File: config.mk
export PLATFORM = sky130hd
export DESIGN_NAME = tank_drive_mix_slew_limiter
export DESIGN_NICKNAME = d
export VERILOG_FILES = /design/src/sv/tdms_pkg.sv /design/src/sv/tdms_ctrl.sv /design/src/sv/tdms_dp.sv /design/src/sv/tank_drive_mix_slew_limiter.sv
export SDC_FILE = /design/constraint.sdc
export NUM_CORES = 1
export LEC_CHECK = 0
export ABC_AREA = 1
export BUFFER_PORTS_ARGS = -buffer_cell sky130_fd_sc_hd__clkbuf_2
export CORE_MARGIN = 2
export CORE_UTILIZATION = 35
export DETAILED_ROUTE_END_ITERATION = 7
export PLACE_DENSITY_LB_ADDON = 0.05
export SYNTH_ARGS = -nofsm -noshare
export SYNTH_HDL_FRONTEND = slang
export SYNTH_SLANG_ARGS = --single-unit
File: constraint.sdc
create_clock -name clk -period 7.9 [get_ports clk]
set_input_delay 0 -clock clk [delete_from_list [all_inputs] [get_ports clk]]
set_output_delay 0 -clock clk [all_outputs]
set_load 0.02 [all_outputs]
File: src/sv/tdms_pkg.sv
// Shared constants, types and codes for the tank drive mixer with slew limiter.
package tdms_pkg;

  localparam int FRAC_BITS = 14;
  localparam int SPD_W     = 16;
  localparam int MIX_W     = SPD_W + 1;
  localparam int REM_W     = MIX_W + 1;
  localparam int QUO_W     = FRAC_BITS + 1;
  localparam int CNT_W     = $clog2(QUO_W);
  localparam int RATE_W    = 15;
  localparam int IN_W      = 40;
  localparam int OUT_W     = 32;

  localparam logic [MIX_W-1:0]  ONE        = MIX_W'(1) << FRAC_BITS;
  localparam logic [RATE_W-1:0] RATE_RESET = RATE_W'(1638);

  localparam logic CMD_SET  = 1'b0;
  localparam logic CMD_TICK = 1'b1;

  typedef struct packed {
    logic load_in;
    logic load_mag;
    logic store_direct;
    logic div_start;
    logic div_side;
    logic div_step;
    logic store_left_q;
    logic store_final;
    logic tick_update;
  } dp_cmd_t;

  typedef struct packed {
    logic need_div;
    logic div_last;
    logic out_free;
  } dp_sts_t;

endpackage

File: src/sv/tdms_ctrl.sv
// Sequencer for set and tick requests: mixing, two-pass normalisation, tick update.
module tdms_ctrl
  import tdms_pkg::*;
(
  input  logic    clk,
  input  logic    rst,
  input  logic    s_tvalid,
  input  logic    s_tuser,
  output logic    s_tready,
  input  dp_sts_t sts,
  output dp_cmd_t cmd
);

  localparam logic [2:0] S_IDLE = 3'd0;
  localparam logic [2:0] S_MAG  = 3'd1;
  localparam logic [2:0] S_CHK  = 3'd2;
  localparam logic [2:0] S_DIVL = 3'd3;
  localparam logic [2:0] S_DIVR = 3'd4;
  localparam logic [2:0] S_TICK = 3'd5;

  logic [2:0] state;
  logic [2:0] state_next;

  assign s_tready = (state == S_IDLE);

  always_comb begin
    cmd        = '0;
    state_next = state;
    unique case (state)
      S_IDLE: begin
        if (s_tvalid) begin
          cmd.load_in = 1'b1;
          state_next  = (s_tuser == CMD_TICK) ? S_TICK : S_MAG;
        end
      end
      S_MAG: begin
        cmd.load_mag = 1'b1;
        state_next   = S_CHK;
      end
      S_CHK: begin
        if (sts.need_div) begin
          cmd.div_start = 1'b1;
          cmd.div_side  = 1'b0;
          state_next    = S_DIVL;
        end else begin
          cmd.store_direct = 1'b1;
          state_next       = S_IDLE;
        end
      end
      S_DIVL: begin
        cmd.div_step = 1'b1;
        if (sts.div_last) begin
          cmd.store_left_q = 1'b1;
          cmd.div_start    = 1'b1;
          cmd.div_side     = 1'b1;
          state_next       = S_DIVR;
        end
      end
      S_DIVR: begin
        cmd.div_step = 1'b1;
        if (sts.div_last) begin
          cmd.store_final = 1'b1;
          state_next      = S_IDLE;
        end
      end
      S_TICK: begin
        if (sts.out_free) begin
          cmd.tick_update = 1'b1;
          state_next      = S_IDLE;
        end
      end
      default: state_next = S_IDLE;
    endcase
  end

  always_ff @(posedge clk) begin
    if (rst) begin
      state <= S_IDLE;
    end else begin
      state <= state_next;
    end
  end

endmodule

File: src/sv/tdms_dp.sv
// Datapath: mixer, shared restoring divider, speed state, slew step and output register.
module tdms_dp
  import tdms_pkg::*;
(
  input  logic             clk,
  input  logic             rst,
  input  dp_cmd_t          cmd,
  output dp_sts_t          sts,
  input  logic [IN_W-1:0]  s_tdata,
  input  logic             cfg_we,
  input  logic [RATE_W-1:0] cfg_wdata,
  output logic             m_tvalid,
  input  logic             m_tready,
  output logic [OUT_W-1:0] m_tdata
);

  function automatic logic signed [SPD_W-1:0] slew_step(
    input logic signed [SPD_W-1:0] cur,
    input logic signed [SPD_W-1:0] tgt,
    input logic [RATE_W-1:0]       rate
  );
    logic signed [MIX_W-1:0] inc;
    logic [MIX_W-1:0]        inc_mag;
    logic signed [MIX_W-1:0] cur_x;
    logic signed [MIX_W-1:0] rate_x;
    logic signed [MIX_W-1:0] moved;
    cur_x   = MIX_W'(cur);
    rate_x  = $signed({2'b00, rate});
    inc     = MIX_W'(tgt) - cur_x;
    inc_mag = inc[MIX_W-1] ? MIX_W'(-inc) : MIX_W'(inc);
    if (inc_mag > {2'b00, rate}) begin
      moved = inc[MIX_W-1] ? (cur_x - rate_x) : (cur_x + rate_x);
      return moved[SPD_W-1:0];
    end
    return tgt;
  endfunction

  logic [RATE_W-1:0]       slew_rate;
  logic signed [MIX_W-1:0] mix_l;
  logic signed [MIX_W-1:0] mix_r;
  logic                    skip;
  logic [MIX_W-1:0]        abs_l;
  logic [MIX_W-1:0]        abs_r;
  logic [MIX_W-1:0]        mag_max;
  logic [REM_W-1:0]        rem;
  logic [QUO_W-1:0]        quo;
  logic [CNT_W-1:0]        cnt;
  logic                    div_sel;
  logic signed [SPD_W-1:0] quo_left;
  logic signed [SPD_W-1:0] target_left;
  logic signed [SPD_W-1:0] target_right;
  logic signed [SPD_W-1:0] current_left;
  logic signed [SPD_W-1:0] current_right;
  logic signed [SPD_W-1:0] left_drive;
  logic signed [SPD_W-1:0] right_drive;

  logic signed [SPD_W-1:0] fwd_in;
  logic signed [SPD_W-1:0] yaw_in;
  logic [MIX_W-1:0]        abs_l_next;
  logic [MIX_W-1:0]        abs_r_next;
  logic [REM_W-1:0]        div_ref;
  logic                    div_ge;
  logic [REM_W-1:0]        rem_keep;
  logic [QUO_W-1:0]        quo_fin;
  logic [SPD_W-1:0]        quo_ext;
  logic signed [SPD_W-1:0] div_res;
  logic                    div_neg;
  logic signed [SPD_W-1:0] step_left;
  logic signed [SPD_W-1:0] step_right;

  assign fwd_in     = s_tdata[15:0];
  assign yaw_in     = s_tdata[31:16];
  assign abs_l_next = mix_l[MIX_W-1] ? MIX_W'(-mix_l) : MIX_W'(mix_l);
  assign abs_r_next = mix_r[MIX_W-1] ? MIX_W'(-mix_r) : MIX_W'(mix_r);

  assign div_ref  = {1'b0, mag_max};
  assign div_ge   = (rem >= div_ref);
  assign rem_keep = div_ge ? (rem - div_ref) : rem;
  assign quo_fin  = {quo[QUO_W-2:0], div_ge};
  assign quo_ext  = SPD_W'(quo_fin);
  assign div_neg  = div_sel ? mix_r[MIX_W-1] : mix_l[MIX_W-1];
  assign div_res  = div_neg ? $signed(-quo_ext) : $signed(quo_ext);

  assign step_left  = slew_step(current_left, target_left, slew_rate);
  assign step_right = slew_step(current_right, target_right, slew_rate);

  assign sts.need_div = (mag_max > ONE);
  assign sts.div_last = (cnt == CNT_W'(QUO_W - 1));
  assign sts.out_free = !m_tvalid || m_tready;

  assign m_tdata = {right_drive, left_drive};

  always_ff @(posedge clk) begin
    if (rst) begin
      slew_rate     <= RATE_RESET;
      target_left   <= '0;
      target_right  <= '0;
      current_left  <= '0;
      current_right <= '0;
      m_tvalid      <= 1'b0;
    end else begin
      if (cfg_we) begin
        slew_rate <= cfg_wdata;
      end
      if (cmd.store_direct) begin
        target_left  <= mix_l[SPD_W-1:0];
        target_right <= mix_r[SPD_W-1:0];
        if (skip) begin
          current_left  <= mix_l[SPD_W-1:0];
          current_right <= mix_r[SPD_W-1:0];
        end
      end
      if (cmd.store_final) begin
        target_left  <= quo_left;
        target_right <= div_res;
        if (skip) begin
          current_left  <= quo_left;
          current_right <= div_res;
        end
      end
      if (cmd.tick_update) begin
        current_left  <= step_left;
        current_right <= step_right;
        m_tvalid      <= 1'b1;
      end else if (m_tready) begin
        m_tvalid <= 1'b0;
      end
    end
  end

  always_ff @(posedge clk) begin
    if (cmd.load_in) begin
      mix_l <= MIX_W'(fwd_in) + MIX_W'(yaw_in);
      mix_r <= MIX_W'(fwd_in) - MIX_W'(yaw_in);
      skip  <= s_tdata[32];
    end
    if (cmd.load_mag) begin
      abs_l   <= abs_l_next;
      abs_r   <= abs_r_next;
      mag_max <= (abs_l_next > abs_r_next) ? abs_l_next : abs_r_next;
    end
    if (cmd.store_left_q) begin
      quo_left <= div_res;
    end
    if (cmd.div_start) begin
      rem     <= {1'b0, (cmd.div_side ? abs_r : abs_l)};
      quo     <= '0;
      cnt     <= '0;
      div_sel <= cmd.div_side;
    end else if (cmd.div_step) begin
      rem <= {rem_keep[REM_W-2:0], 1'b0};
      quo <= quo_fin;
      cnt <= cnt + CNT_W'(1);
    end
    if (cmd.tick_update) begin
      left_drive  <= step_left;
      right_drive <= step_right;
    end
  end

endmodule

File: src/sv/tank_drive_mix_slew_limiter.sv
// Top level of the tank drive mixer with slew-rate limiter.
// Set requests (tuser 0) mix forward and yaw into left/right targets and, when the
// larger magnitude exceeds full speed (16384), scale both by a shared restoring
// divider that resolves one quotient bit per cycle for each side in turn. Tick
// requests (tuser 1) wait for the output register to drain, then return one result
// with both slew-limited speeds. A new request is taken while a finished result
// still waits on the master side. slew_rate resets to 1638.
module tank_drive_mix_slew_limiter
  import tdms_pkg::*;
(
  input  logic              clk,
  input  logic              rst,
  input  logic              s_tvalid,
  output logic              s_tready,
  input  logic [IN_W-1:0]   s_tdata,   // forward_speed[15:0], yaw_rate[31:16], skip_slew[32]
  input  logic              s_tuser,   // cmd[0]
  output logic              m_tvalid,
  input  logic              m_tready,
  output logic [OUT_W-1:0]  m_tdata,   // left_drive[15:0], right_drive[31:16]
  input  logic              cfg_we,
  input  logic [RATE_W-1:0] cfg_wdata
);

  dp_cmd_t cmd;
  dp_sts_t sts;

  tdms_ctrl u_ctrl (
    .clk      (clk),
    .rst      (rst),
    .s_tvalid (s_tvalid),
    .s_tuser  (s_tuser),
    .s_tready (s_tready),
    .sts      (sts),
    .cmd      (cmd)
  );

  tdms_dp u_dp (
    .clk       (clk),
    .rst       (rst),
    .cmd       (cmd),
    .sts       (sts),
    .s_tdata   (s_tdata),
    .cfg_we    (cfg_we),
    .cfg_wdata (cfg_wdata),
    .m_tvalid  (m_tvalid),
    .m_tready  (m_tready),
    .m_tdata   (m_tdata)
  );

endmodule

Word level (Yosys, flattened, before mapping)
Index checks and enable logic that the tools add are counted.
{"block": "op_classes", "add_sub_neg": 15, "magnitude_cmp": 5, "n_eq_ne": 10, "n_mux": 56, "n_reduce_logical": 8}
{"op": "16-bit 2-to-1 mux", "count": 21}
{"op": "17-bit 2-to-1 mux", "count": 9}
{"op": "17-bit negation", "count": 4}
{"op": "16-bit by 16-bit subtractor with 17-bit output", "count": 3}
{"op": "17-bit by 15-bit > comparator with 1-bit output", "count": 2}
{"op": "16-bit adder", "count": 2}
{"op": "16-bit subtractor", "count": 2}
{"op": "18-bit by 17-bit >= comparator with 1-bit output", "count": 1}
{"op": "3-bit one-hot mux with 6 select lines", "count": 1}
{"op": "16-bit by 16-bit adder with 17-bit output", "count": 1}
{"op": "17-bit by 15-bit > comparator with 1-bit output (second input constant)", "count": 1}
{"op": "17-bit > comparator", "count": 1}
{"op": "17-bit subtractor", "count": 1}
{"op": "1-bit 2-to-1 mux", "count": 16}
{"op": "15-bit negation with 16-bit output", "count": 1}
{"op": "3-bit 2-to-1 mux", "count": 5}
{"op": "2-bit inequality test (second input constant)", "count": 4}
{"op": "3-bit by 2-bit == test with 1-bit output (second input constant)", "count": 2}
{"op": "3-bit == test (second input constant)", "count": 2}
{"op": "2-bit 2-to-1 mux", "count": 3}
{"op": "2-bit nonzero test", "count": 3}
{"op": "4-bit by 1-bit adder with 4-bit output (second input constant)", "count": 1}
{"op": "4-bit == test (second input constant)", "count": 1}
{"op": "2-bit one-hot mux with 2 select lines", "count": 1}
{"op": "6 further kinds", "count": 6}
{"block": "word_totals", "regBits": 254, "out_inout_bits": 34}

Logic depth before layout (Yosys ltp)
{"block": "depth", "word_depth": 7, "mapped_depth": 33}

By module
Synthesis repeated with hierarchy kept, for this count alone.
{"block": "unflattened", "cells_unflattened": 2613, "hier_area_um2": 19232.2}
{"module": "tdms_dp", "instances": 1, "cells_per_inst": 2560, "area_each_um2": 18934.4}
{"module": "tdms_ctrl", "instances": 1, "cells_per_inst": 53, "area_each_um2": 297.8}

Worst setup path after synthesis
No wires, ideal clock.
{"block": "synth_timing", "path_kind": "register -> register", "from": "register u_ctrl.state[0]", "to": "register u_dp.abs_l[0] (enable)", "arrival_time_ps": 3818, "t_required_ps": 7381, "slack_ps": 3563, "stages_incl_launch_ff": 3, "synth_period_minus_slack_ps": 4337, "path_cell_list": "dfxtp_1 > inv_1 > nor3_1"}
{"block": "synth_between", "elab_chain_cells": 2}
{"item": "start: declaration", "line_no": "tdms_ctrl.sv:21", "rtl": "logic [2:0] state;"}
{"item": "start signal: assignment", "line_no": "tdms_ctrl.sv:80", "rtl": "state <= state_next;"}
{"item": "3-bit by 1-bit == test with 1-bit output", "line_no": "tdms_ctrl.sv:29", "rtl": "unique case (state)"}
{"item": "1-bit 2-to-1 mux", "line_no": "tdms_ctrl.sv:29"}
{"item": "end signal: assignment", "line_no": "tdms_dp.sv:138", "rtl": "abs_l <= abs_l_next;"}
{"item": "end: declaration", "line_no": "tdms_dp.sv:42", "rtl": "logic [MIX_W-1:0] abs_l;"}
Every way passes these cells.
A chain may end at the register's enable or synchronous reset.

Worst setup path after layout
{"block": "layout_timing", "from": "register u_dp.target_right[0]", "to": "register u_dp.right_drive[11] (data pin)"}
{"block": "layout_between", "elab_chain_cells": 6, "word_cells_on_any_way": 8}
{"item": "start: declaration", "line_no": "tdms_dp.sv:51", "rtl": "logic signed [SPD_W-1:0] target_right;"}
{"item": "start signal: assignment", "line_no": "tdms_dp.sv:107", "rtl": "target_right <= mix_r[SPD_W-1:0];"}
{"item": "start signal: assignment", "line_no": "tdms_dp.sv:115", "rtl": "target_right <= div_res;"}
{"item": "16-bit by 16-bit subtractor with 17-bit output *", "line_no": "tdms_dp.sv:29", "rtl": "inc = MIX_W'(tgt) - cur_x;"}
{"item": "17-bit negation", "line_no": "tdms_dp.sv:30", "rtl": "inc_mag = inc[MIX_W-1] ? MIX_W'(-inc) : MIX_W'(inc);"}
{"item": "17-bit 2-to-1 mux", "line_no": "tdms_dp.sv:30"}
{"item": "17-bit by 15-bit > comparator with 1-bit output", "line_no": "tdms_dp.sv:31", "rtl": "if (inc_mag > {2'b00, rate}) begin"}
{"item": "1-bit 2-to-1 mux", "line_no": "tdms_dp.sv:31"}
{"item": "16-bit 2-to-1 mux *", "line_no": "tdms_dp.sv:35", "rtl": "return tgt;"}
{"item": "net u_dp.step_right[11]", "line_no": "tdms_dp.sv:69", "rtl": "logic signed [SPD_W-1:0] step_right;"}
{"item": "end signal: assignment", "line_no": "tdms_dp.sv:157", "rtl": "right_drive <= step_right;"}
{"item": "end: declaration", "line_no": "tdms_dp.sv:55", "rtl": "logic signed [SPD_W-1:0] right_drive;"}
The timed path passes the listed nets; every way through them passes the cells marked *. The select of a mux whose other input is x is not followed.

==> flow_metrics.tcl <==
set metrics [dict create \
    status "finished, final reports clean" \
    numCtsBuffers 31 \
    synth_top_family_by_area "simple AND/OR/NAND/NOR gates" \
    hold_ws_ns 0.02250 \
    synthAdderAreaFrac 0.1143 \
    wl_per_cell_microns 18.61 \
    nNetsFinal 2973 \
    drt_iter0_drc 1355 \
    cts_max_level 1 \
    synthCells 2638 \
    hold_path.startpoint "s_tdata[13]" \
    fp.dieH_microns 238.7 \
    dpl_cell_area_sq_mm 0.02038 \
    netlist.area_leader.share 0.2321 \
    die_area_sq_mm 0.05698 \
    clock-root-buffer "clkbuf_16" \
    rrSetupSlack_ns 2.47 \
    start_kind "flip-flop" \
    r2r_start "u_dp.target_right[0]" \
    worstSetupPathType "flip-flop to flip-flop" \
    initial_core_util 0.3520 \
    synth_compound_area_frac 0.1434 \
    max-cap-violations 0 \
    grt_start_max_net_pins 54 \
    hpwl_mm 50.10 \
    setup_violations 0 \
    reg2reg_to "u_dp.right_drive[11]" \
    synth-edff-count 149 \
    final_util 0.3986 \
    dieWidth_microns 238.7 \
    hold_viol 0 \
    crit_top_cell "nand2_1" \
    clock_latency_ns 0.60 \
    grt_pass1_wl_mm 99.03 \
    slew_headroom 0.2574 \
    syn2layout_area_growth_pct 13.25 \
    clk_pin_slew_ns 0.06 \
    synth.area.mux_share 0 \
    cts.repair.resized 0 \
    ys_warn_count 0 \
    cp_slowest_cell "nand2_1" \
    dr.pass1.iters 5 \
    grt-ovfl-total 0 \
    synth_xor_xnor_area_share 0.06581 \
    hold_depth 3 \
    syn_area_sq_mm 0.01928 \
    period_share 0.6875 \
    via_per_inst 5.061 \
    skew_ns 0.02169 \
    cts_tree "yes" \
    postLayoutCellArea_sq_mm 0.02183 \
    ant_nets 0 \
    fmax_mhz 184.1 \
    rsz0062_at_grt "no" \
    worstHoldPathType "input pin to flip-flop" \
    synth-seq-cells 251 \
    cp_max_fo 38 \
    synth_top_area_cell "edfxtp_1" \
    holdPathEnd "u_dp.mix_l[13]" \
    tightest_slew_ns 1.102 \
    syn_avg_cell_area_sq_um 7.308 \
    r2r_cells 29 \
    finalSetupTns_ns 0 \
    ys.flop_type "edfxtp_1" \
    yosys.area_share.simple 0.2456 \
    boundaryPins 95 \
    critPathCaptureType "flip-flop" \
    yosysSeqAreaShare 0.3380 \
    fp.coreArea_sq_mm 0.05477 \
    drive_above_1_share 0.07269 \
    cpLargestDelayFamily "simple AND/OR/NAND/NOR gates" \
    grtUsageTotal 0.2249 \
    antenna_found_initial 0 \
    clockBufferDepth 3 \
    critPathMaxStageDelay_ns 0.54 \
    syn_nets 2871 \
    synthArstFlopShare 0 \
    synth.distinct_cells 53 \
    wl_mm 64.57 \
    n_antenna_cell 0 \
    cts.sinks 251 \
    period_needed_ns 5.431 \
    drc_errors 0 \
    grt_pass1_vias 16530 \
    gp_congestion 0.9091 \
    finalMaxSlewViolations 0 \
    port_buffers 87 \
    path_buf_inv 5 \
    vias 17560 \
    num_rows 86 \
    crit_arrival_ns 5.76 \
    ys_top_cells_by_area "edfxtp_1 (23%), nand2_1 (13%), ha_1 (11%), dfxtp_1 (11%), inv_1 (7.4%)" \
    critPathRequiredTime_ns 8.23 \
]
==> routing by layer <==
layer	wire length [microns]	global-route usage	vias up
li1	-	-	8975
met1	33130	0.3385	8191
met2	28230	0.3542	342
met3	2404	0.01848	47
met4	809	0.03731	0
met5	0	0	-
==> how the worst max path moves through the flow <==
stage                                  to            startpoint  cells past startpoint
CTS                  u_dp.right_drive[13]  u_dp.target_right[0]                     29
global placement     u_dp.right_drive[11]  u_dp.target_right[0]                     29
detailed placement   u_dp.right_drive[13]  u_dp.target_right[0]                     29
global route        u_dp.current_right[2]  u_dp.target_right[0]                     31
floorplan                   u_dp.abs_l[0]       u_ctrl.state[0]                      2
finish               u_dp.right_drive[11]  u_dp.target_right[0]                     29
==> sequential cells by signal, indices dropped and copies added, names as in the netlist, 3 cells and up <==
register	flops
u_ctrl.state	3
u_dp.abs_l	17
u_dp.abs_r	16
u_dp.cnt	4
u_dp.current_left	16
u_dp.current_right	16
u_dp.left_drive	16
u_dp.mag_max	16
u_dp.mix_l	16
u_dp.mix_r	17
u_dp.quo	14
u_dp.quo_left	16
u_dp.rem	18
u_dp.right_drive	16
u_dp.slew_rate	15
u_dp.target_left	16
u_dp.target_right	16
==> stage by stage <==
step                      worst slack, ns  cells
after CTS                           2.427   3469
after global placement              2.437   3362
final                               2.469   3469
after floorplan                     3.563   2638
after detailed placement            2.456   3362
after global routing                1.972   3469
==> cell usage in the layout (no fill, tap or decap), types with 13 or more instances in the layout <==
cell type and instances:
nor3_1 25, ha_1 165, a31oi_1 18, clkbuf_16 31, dlygate4sd3_1 49, edfxtp_1 149, nor2_1 149, a211oi_1 14
a21oi_1 194, nand2_1 678, clkbuf_2 87, xor2_1 120, nor4_1 13, nand3_1 145, buf_4 13, inv_1 378
xnor2_1 23, dfxtp_1 102, nand4_1 43, o22ai_1 20, o21ai_0 172
==> worst min-delay path, cell delays in order <==
cell,delay (ns)
clkbuf_2,0.09
ha_1,0.25
xor2_1,0.10
==> synthesized netlist by cell type (3+ instances only) <==
cell and n:
a211oi_1 14, a21o_1 7, a21oi_1 194, a21oi_2 4, a221oi_1 7, a22oi_1 4
a31oi_1 18, a32oi_1 6, and2_1 4, buf_1 8, buf_2 11, clkbuf_1 57
clkinv_1 4, dfxtp_1 102, edfxtp_1 149, fa_1 7, ha_1 165, inv_1 378
inv_2 5, nand2_1 679, nand2_2 10, nand2_4 3, nand3_1 145, nand3_2 5
nand3b_1 11, nand4_1 43, nor2_1 151, nor2_2 10, nor2_4 3, nor3_1 26
nor4_1 13, o211ai_1 4, o21a_1 7, o21ai_0 172, o21ai_1 7, o21bai_1 8
o221ai_1 9, o22ai_1 20, o31ai_1 5, or2_2 5, xnor2_1 23, xor2_1 120
==> logic make-up (layout without fill, tap and decap cells) <==
logic type	Yosys count	after routing
flip-flops	251	251
XOR/XNOR	144	144
AO/OA/AOI/OAI	493	493
AND/OR/NAND/NOR	1111	1111
buffers and inverters	467	594
adder cells (fa/ha/maj)	172	172
==> cell type report <==
| class | count | area [sq um] |
|---|---|---|
| clock buffers | 40 | 819.5 |
| clock inverters | 18 | 143.9 |
| fillers | 5750 | 32940 |
| inverters | 387 | 1453 |
| multi-input cells | 1920 | 11000 |
| flip-flops and latches | 251 | 6516 |
| well taps | 704 | 880.8 |
| repair buffers | 149 | 1023 |
==> what timing repair did <==
item,CTS,global route
buffers inserted,0,0
hold buffers,49,0
endpoints found under the hold margin,65,0
Power is not shown: default switching activity piles up to over one toggle a cycle in this logic, so the estimate is an artifact.
